$ cat config.mk
export PLATFORM = sky130hd
export DESIGN_NAME = brbf_front
export DESIGN_NICKNAME = d
export VERILOG_FILES = /design/src/rtl/core/assert_macros.svh /design/src/rtl/core/brbf_pkg.sv /design/src/rtl/core/brbf_front.sv
export SDC_FILE = /design/constraint.sdc
export NUM_CORES = 1
export LEC_CHECK = 0
export ABC_CLOCK_PERIOD_IN_PS = 4200
export BUFFER_PORTS_ARGS = -buffer_cell sky130_fd_sc_hd__buf_2
export CORE_MARGIN = 2
export CORE_UTILIZATION = 50
export DETAILED_ROUTE_END_ITERATION = 8
export PLACE_DENSITY = 0.84
export SLEW_MARGIN = 20
export SYNTH_ARGS = -nofsm -noshare
export SYNTH_HDL_FRONTEND = slang
export SYNTH_SLANG_ARGS = --single-unit
$ cat constraint.sdc
create_clock -name clk -period 4.2 [get_ports clk]
set_input_delay 0 -clock clk [delete_from_list [all_inputs] [get_ports clk]]
set_output_delay 0 -clock clk [all_outputs]
set_load 0.01 [all_outputs]
$ cat src/rtl/core/assert_macros.svh
// Assertion macros shared by the byte FIFO core
`ifndef ASSERT_MACROS_SVH
`define ASSERT_MACROS_SVH

`ifndef SYNTHESIS
// Same-cycle implication, idle during reset
`define ASSERT_IMP(lbl, clk, rst, ante, cons) \
  lbl: assert property (@(posedge clk) disable iff (rst) (ante) |-> (cons)) \
    else $error("assertion failed");
// Next-cycle implication, idle during reset
`define ASSERT_NXT(lbl, clk, rst, ante, cons) \
  lbl: assert property (@(posedge clk) disable iff (rst) (ante) |=> (cons)) \
    else $error("assertion failed");
`else
`define ASSERT_IMP(lbl, clk, rst, ante, cons)
`define ASSERT_NXT(lbl, clk, rst, ante, cons)
`endif

`endif

$ cat src/rtl/core/brbf_pkg.sv
// Types and constants of the byte FIFO core
package brbf_pkg;

  localparam int REQ_W    = 2;
  localparam int DATA_W   = 8;
  localparam int LEN_W    = 11;
  localparam int CAP_W    = 11;
  localparam int USED_W   = 10;
  localparam int STATUS_W = 2;

  localparam logic [CAP_W-1:0] CAP_RESET = 11'd1024;
  localparam logic [CAP_W-1:0] CAP_MIN   = 11'd2;

  // Request codes
  localparam logic [REQ_W-1:0] REQ_WRITE = 2'd0;
  localparam logic [REQ_W-1:0] REQ_READ  = 2'd1;
  localparam logic [REQ_W-1:0] REQ_CLEAR = 2'd2;
  localparam logic [REQ_W-1:0] REQ_NONE  = 2'd3;

  // Result status codes
  localparam logic [STATUS_W-1:0] STATUS_OK       = 2'd0;
  localparam logic [STATUS_W-1:0] STATUS_NO_SPACE = 2'd1;
  localparam logic [STATUS_W-1:0] STATUS_ZERO_LEN = 2'd2;
  localparam logic [STATUS_W-1:0] STATUS_EMPTY    = 2'd3;

  // One queued command
  typedef struct packed {
    logic [REQ_W-1:0]  req;
    logic [DATA_W-1:0] data;
    logic [LEN_W-1:0]  len;
  } cmd_t;

  // Command handed from front to back
  typedef struct packed {
    logic valid;
    cmd_t cmd;
  } cmd_chan_t;

endpackage

$ cat src/rtl/core/brbf_front.sv
// Front end: takes commands, drops unused codes, queues them for the back end
module brbf_front (
  input  logic                         clk,
  input  logic                         rst,
  input  logic                         start,
  output logic                         busy,
  input  logic [brbf_pkg::REQ_W-1:0]   req_type,
  input  logic [brbf_pkg::DATA_W-1:0]  data_byte,
  input  logic [brbf_pkg::LEN_W-1:0]   burst_length,
  output brbf_pkg::cmd_chan_t          q_out,
  input  logic                         q_pop
);

  brbf_pkg::cmd_t q_mem [2];
  logic           wr_ptr;
  logic           rd_ptr;
  logic [1:0]     count;
  logic           push;
  logic           pop;

  // Accept while a slot is free; unused request code gives no transfer to the back
  assign busy = (count == 2'd2);
  assign push = start && !busy && (req_type != brbf_pkg::REQ_NONE);
  assign pop  = q_pop && (count != 2'd0);

  assign q_out.valid = (count != 2'd0);
  assign q_out.cmd   = q_mem[rd_ptr];

  // Store queued commands
  always_ff @(posedge clk) begin
    if (push) begin
      q_mem[wr_ptr] <= '{req: req_type, data: data_byte, len: burst_length};
    end
  end

  // Advance queue pointers and fill level
  always_ff @(posedge clk) begin
    if (rst) begin
      wr_ptr <= 1'b0;
      rd_ptr <= 1'b0;
      count  <= 2'd0;
    end else begin
      if (push) wr_ptr <= ~wr_ptr;
      if (pop)  rd_ptr <= ~rd_ptr;
      case ({push, pop})
        2'b10:   count <= count + 2'd1;
        2'b01:   count <= count - 2'd1;
        default: count <= count;
      endcase
    end
  end

endmodule

After elaboration in Yosys (flattened, before gate mapping)
Memories as Yosys holds them, arrays and structs flattened. A register that Yosys moved wholly into a read port is not among the register bits.
Index checks and enable logic that the tools add are counted.
{ "word_totals": {"register_bits": 4, "mem_bits_rw": 42, "inputBits": 25, "elab_cells": 23, "memories": 1} }
{ "mem_list": {"columns": ["memory", "words", "word_bits", "rd", "rd_ports_with_merged_regs", "write_ports", "line", "rtl"], "rows": [
  ["q_mem", 2, 21, 1, 1, 1, "brbf_front.sv:14", "brbf_pkg::cmd_t q_mem [2];"]
]} }
{ "classes": {"n_addsub": 2, "n_eq_ne": 4, "muxes": 5, "bitwise": 2, "reduce_logical": 6} }
{ "op_table": {"columns": ["operator", "count"], "rows": [
  ["2-bit == test, second input constant", 2],
  ["1-bit 2-to-1 mux", 4],
  ["2-bit one-hot mux with 2 select lines", 1],
  ["2-bit nonzero test", 2],
  ["1-bit logical AND", 3],
  ["2-bit by 1-bit adder with 2-bit output, second input constant", 1],
  ["2-bit by 1-bit == test with 1-bit output, second input constant", 1],
  ["2-bit != test, second input constant", 1],
  ["1-bit NOT", 2],
  ["2-bit by 1-bit subtractor with 2-bit output, second input constant", 1],
  ["1-bit zero test", 1]
]} }

Longest topological paths before layout
{ "depth": {"word_depth": 6, "mapped_depth": 6} }

Worst setup path before layout
OpenSTA, ideal clock, no wires.
{ "synth_timing": {"path_type": "flip-flop to flip-flop", "from": "register count[0]", "to": "memory q_mem[0][0] in the netlist's numbering (enable)", "setup_ns": 0.399, "t_arrival_ns": 1.638, "required_ns": 3.801, "path_slack_ns": 2.163, "path_stages_with_launch": 4, "path_buffers": 0, "synth_period_minus_slack_ns": 2.037, "path_cell_list": "dfxtp_1 nor2b_1 nand3b_1 nor2_1"} }
{ "synth_via": {"elab_chain_cells": 6} }
{ "synth_rtl": {"columns": ["item", "line", "rtl"], "rows": [
  ["start: declaration", "brbf_front.sv:17", "logic [1:0] count;"],
  ["start signal: assignment", "brbf_front.sv:46", "2'b10: count <= count + 2'd1;"],
  ["start signal: assignment", "brbf_front.sv:47", "2'b01: count <= count - 2'd1;"],
  ["start signal: assignment", "brbf_front.sv:48", "default: count <= count;"],
  ["2-bit == test", "brbf_front.sv:22", "assign busy = (count == 2'd2);"],
  ["net busy", "brbf_front.sv:6", "output logic busy,"],
  ["1-bit zero test", "brbf_front.sv:23", "assign push = start && !busy && (req_type != brbf_pkg::REQ_NONE);"],
  ["1-bit logical AND (2 in a row)", "brbf_front.sv:23", null],
  ["1-bit 2-to-1 mux", "brbf_front.sv:31", "if (push) begin"],
  ["1-bit 2-to-1 mux (implied by the code)", "brbf_front.sv:32", "q_mem[wr_ptr] <= '{req: req_type, data: data_byte, len: burst_length};"],
  ["end: declaration", "brbf_front.sv:14", null]
]} }
The timed path passes the listed nets, and every way through them passes these cells.

Final worst setup path
{ "layout_timing": {"from": "register count[0]", "to": "memory q_mem[1][13] in the netlist's numbering (enable)"} }
{ "layout_via": {"elab_chain_cells": 6} }
{ "layout_rtl": {"columns": ["item", "line"], "rows": [
  ["2-bit == test", "brbf_front.sv:22"],
  ["1-bit zero test", "brbf_front.sv:23"],
  ["1-bit logical AND (2 in a row)", "brbf_front.sv:23"],
  ["1-bit 2-to-1 mux", "brbf_front.sv:31"],
  ["1-bit 2-to-1 mux (implied by the code)", "brbf_front.sv:32"]
]} }
Every way passes these cells.

==> parameters.txt <==
Parameter                              Value

Drt
  Routed length per instance ... roughly 13 µm
  Detailed-routing iteration count for the pre-antenna-repair pass ... 4
  Drt initial violations ... 47
  Final ANT Viol Nets ... 0
  Total via count after detailed routing ... just under 1000
  Detail-routed via count per cell ... roughly 4.7
  Overall routed net length ... 2.81 mm
  DRC ... 0

Placed design
  DPL Wire Length ... around 1.8 mm
  Port Buffer Count ... 47
  Number of cells in the design after placement ... 182
  Standard cell area after detailed placement ... 2020 µm²
  GP Congestion ... 0.628

Synthesis
  Simple-gate share of the synthesized area ... 3.24%
  Post-synthesis share of cell area spent on xor and xnor gates ... 1.51%
  Number of synthesis warnings ... 0
  Post-synthesis share of cell area spent on full adders, half adders and majority gates ... 0.721%
  Post-synthesis compound-gate area fraction ... 1.01%
  Cell count after synthesis ... 91
  Mean Syn Cell Area ... 19.1 µm²
  Part of the Yosys area used for sequential elements ... 78.4%
  Seq cells post-synth ... 47
  Mapped Nets ... between 100 and 150
  Yosys cell types ... 17
  Largest family of logic cells by synthesized area ... multiplexers
  Portion of netlist area occupied by mux cells ... between 10% and 20%
  Synthesized area ... 1740 µm²

GRT
  Initial antenna violation count ... 0
  Wire length of the first global-routing pass ... 4.53 mm
  Largest net degree at the start of global routing ... 22
  GRT Total Usage ... 15.2%
  Number of global-route vias before repair ... 1076
  Remaining global-route overflow ... 0

Floorplan
  Std-Cell Rows ... 21
  Die height ... 62.9 µm
  Die X ... 62.9 µm
  Floorplan die area ... a little under 4000 µm²
  Total core area ... about 3300 µm²
  Starting Density ... a little over half
  Top-level port count ... 48

Timing
  Tightest Pin Transition ... 1.02 ns
  Final Hold Vio Count ... 0
  Tcrit/Tclk final ... 47.1%
  Final setup violation count ... 0
  Count of pins over their slew limit ... 0
  Final-layout setup total negative slack ... 0 ns
  Worst rel slew slack ... 32.1%
  Unrepaired setup endpoints after global routing ... false
  Final critical path time including I/O delays and setup ... 1.98 ns
  Worst Skew ... 0.00352 ns
  Achievable Freq ... between 0.5 and 0.6 GHz

Finish
  Final net count ... 191
  Fill cells ... 250
  Layout Cell Area excl Fill ... 2290 µm²
  Proportion of layout cells with a drive suffix above 1 ... a little under half
  Synth-to-Final Area Change ... 32.1%
  Cell Count, Final, Fillers Out ... 212
  Multi-input gate area ... 365 µm²
  Number of inserted diodes ... 0
  Footprint of the flip-flops and latches ... 1360 µm²

Clocking
  Maximum level of the CTS H-tree ... 2
  Total clock sinks ... 47
  Cts bufs inserted ... 5
  Clock tree root driver cell ... sky130_fd_sc_hd__clkbuf_4
  Max Buffers Root-to-Sink ... 2
  # Post-CTS Setup Buffers ... 0
  Clock latency at the later pin of the worst-skew pair ... 0.34 ns
  Clock input transition at the sequential cells of the worst setup and hold paths ... between 0.1 and 0.15 ns
  Clock tree from TritonCTS ... built

Worst setup path
  FF-to-FF path depth ... 3
  Critical path type ... reg -> reg
  Data required time at the worst endpoint ... 4.18 ns
  Setup crit start kind ... flip-flop
  Maximum net fanout on the critical path ... 21
  Critical Path Sink Type ... flip-flop
  WP data arrival ... 1.96 ns

Power and ir drop
  Leakage ... approximately 0.00087 µW
  Maximum vdd drop ... roughly 0.00029 V
  Power per cell area ... 489 nW/µm²

Hold path
  Worst Hold Depth ... 4
  Worst hold path class ... in -> reg

Outcome
  Run status ... complete, no violations

Job
  Max-cap violation count ... 0
==> synthesized netlist by cell type, drive strengths merged <==
library cell | number | area share [%]
inv | 1 | 0.22
buf | 2 | 0.58
o21ai | 1 | 0.29
ha | 1 | 0.72
xor2 | 1 | 0.50
dfxtp | 5 | 5.8
or3 | 1 | 0.36
mux2 | 22 | 14
xnor2 | 2 | 1.0
nor2b | 1 | 0.36
a21oi | 1 | 0.29
nand2 | 1 | 0.22
edfxtp | 42 | 73
nand3b | 1 | 0.43
nor2 | 7 | 1.5
or2 | 1 | 0.36
o21a | 1 | 0.43
==> layout by cell type, fill, tap and decap left out, drive strengths merged, types with 2 or more instances in the layout <==
cell	Yosys	routed
xnor2	2	2
clkbuf	0	6
edfxtp	42	42
nor2	7	7
mux2	22	22
dfxtp	5	5
buf	2	47
clkinv	0	2
dlygate4sd3	0	22
==> registers in the layout (all words and copies together), names as in the netlist, named ones only <==
signal / cells
wr_ptr: 1
count: 2
q_mem: 42
rd_ptr: 1
==> worst paths after layout <==
kind	from	slack (ns)	to
max	count[0]$_SDFFE_PP0P_	2.22	q_mem[1][13]$_DFFE_PP_
min	q_pop	0.09	flip-flop
max reg2reg	count[0]$_SDFFE_PP0P_	2.22	q_mem[1][13]$_DFFE_PP_
min reg2reg	rd_ptr$_SDFFE_PP0P_	0.53	flip-flop
==> timing repair <==
item	4_1_cts	5_1_grt
endpoints found under the setup margin	0	0
resized for setup	0	0
hold buffers	22	0
endpoints found under the hold margin	46	0
==> report_power, final <==
part	leakage, µW	switching (µW)	internal [µW]	total (µW)
clock	0.0000273	122	62.1	184
sequential	0.000430	49.8	578	628
combinational	0.000409	139	168	308
total	0.000867	311	809	1120
==> routing by layer <==
layer / track usage [%] / share of wire, % / vias up / wire (µm)
met5: 0 / 0 / - / 0
met2: 29.1 / 55 / 27 / 1530
li1: - / - / 489 / -
met4: 5.00 / 1.5 / 0 / 42
met3: 5.05 / 4.8 / 6 / 136
met1: 15.0 / 39 / 472 / 1090
==> through the flow <==
stage / total power, µW / hold slack, ns / worst slack (ns) / util, %
detailed placement: 934 / 0.194 / 2.20 / 60.6
CTS: 1130 / 0.0911 / 2.19 / 68.7
finish: 1120 / 0.0911 / 2.22 / 68.7
floorplan: 822 / 0.0691 / 2.16 / -
global placement: 919 / 0.189 / 2.31 / 60.6
global route: 1180 / 0.0897 / 2.02 / 68.7
==> cell type report <==
type | count | area share (%)
clock buffers | 6 | 1.80
well taps | 46 | 2.51
inverters | 1 | 0.164
multi-input cells | 41 | 15.9
flip-flops and latches | 47 | 59.4
clock inverters | 2 | 0.328
repair buffers | 69 | 19.9
==> worst max-delay path, stage by stage, from the launching register on <==
cell and delay, ns:
sky130_fd_sc_hd__dfxtp_1 0.44, sky130_fd_sc_hd__nor2b_1 0.08, sky130_fd_sc_hd__nand3b_1 0.26, sky130_fd_sc_hd__nor2_2 0.82
==> kinds of logic after synthesis <==
| group | after synthesis |
|---|---|
| flops | 47 |
| buf+inv | 3 |
| simple gates | 12 |
| fa+ha+maj | 1 |
| compound gates | 3 |
| mux | 22 |
| xor+xnor | 3 |
(Power assumes the default switching activity.)
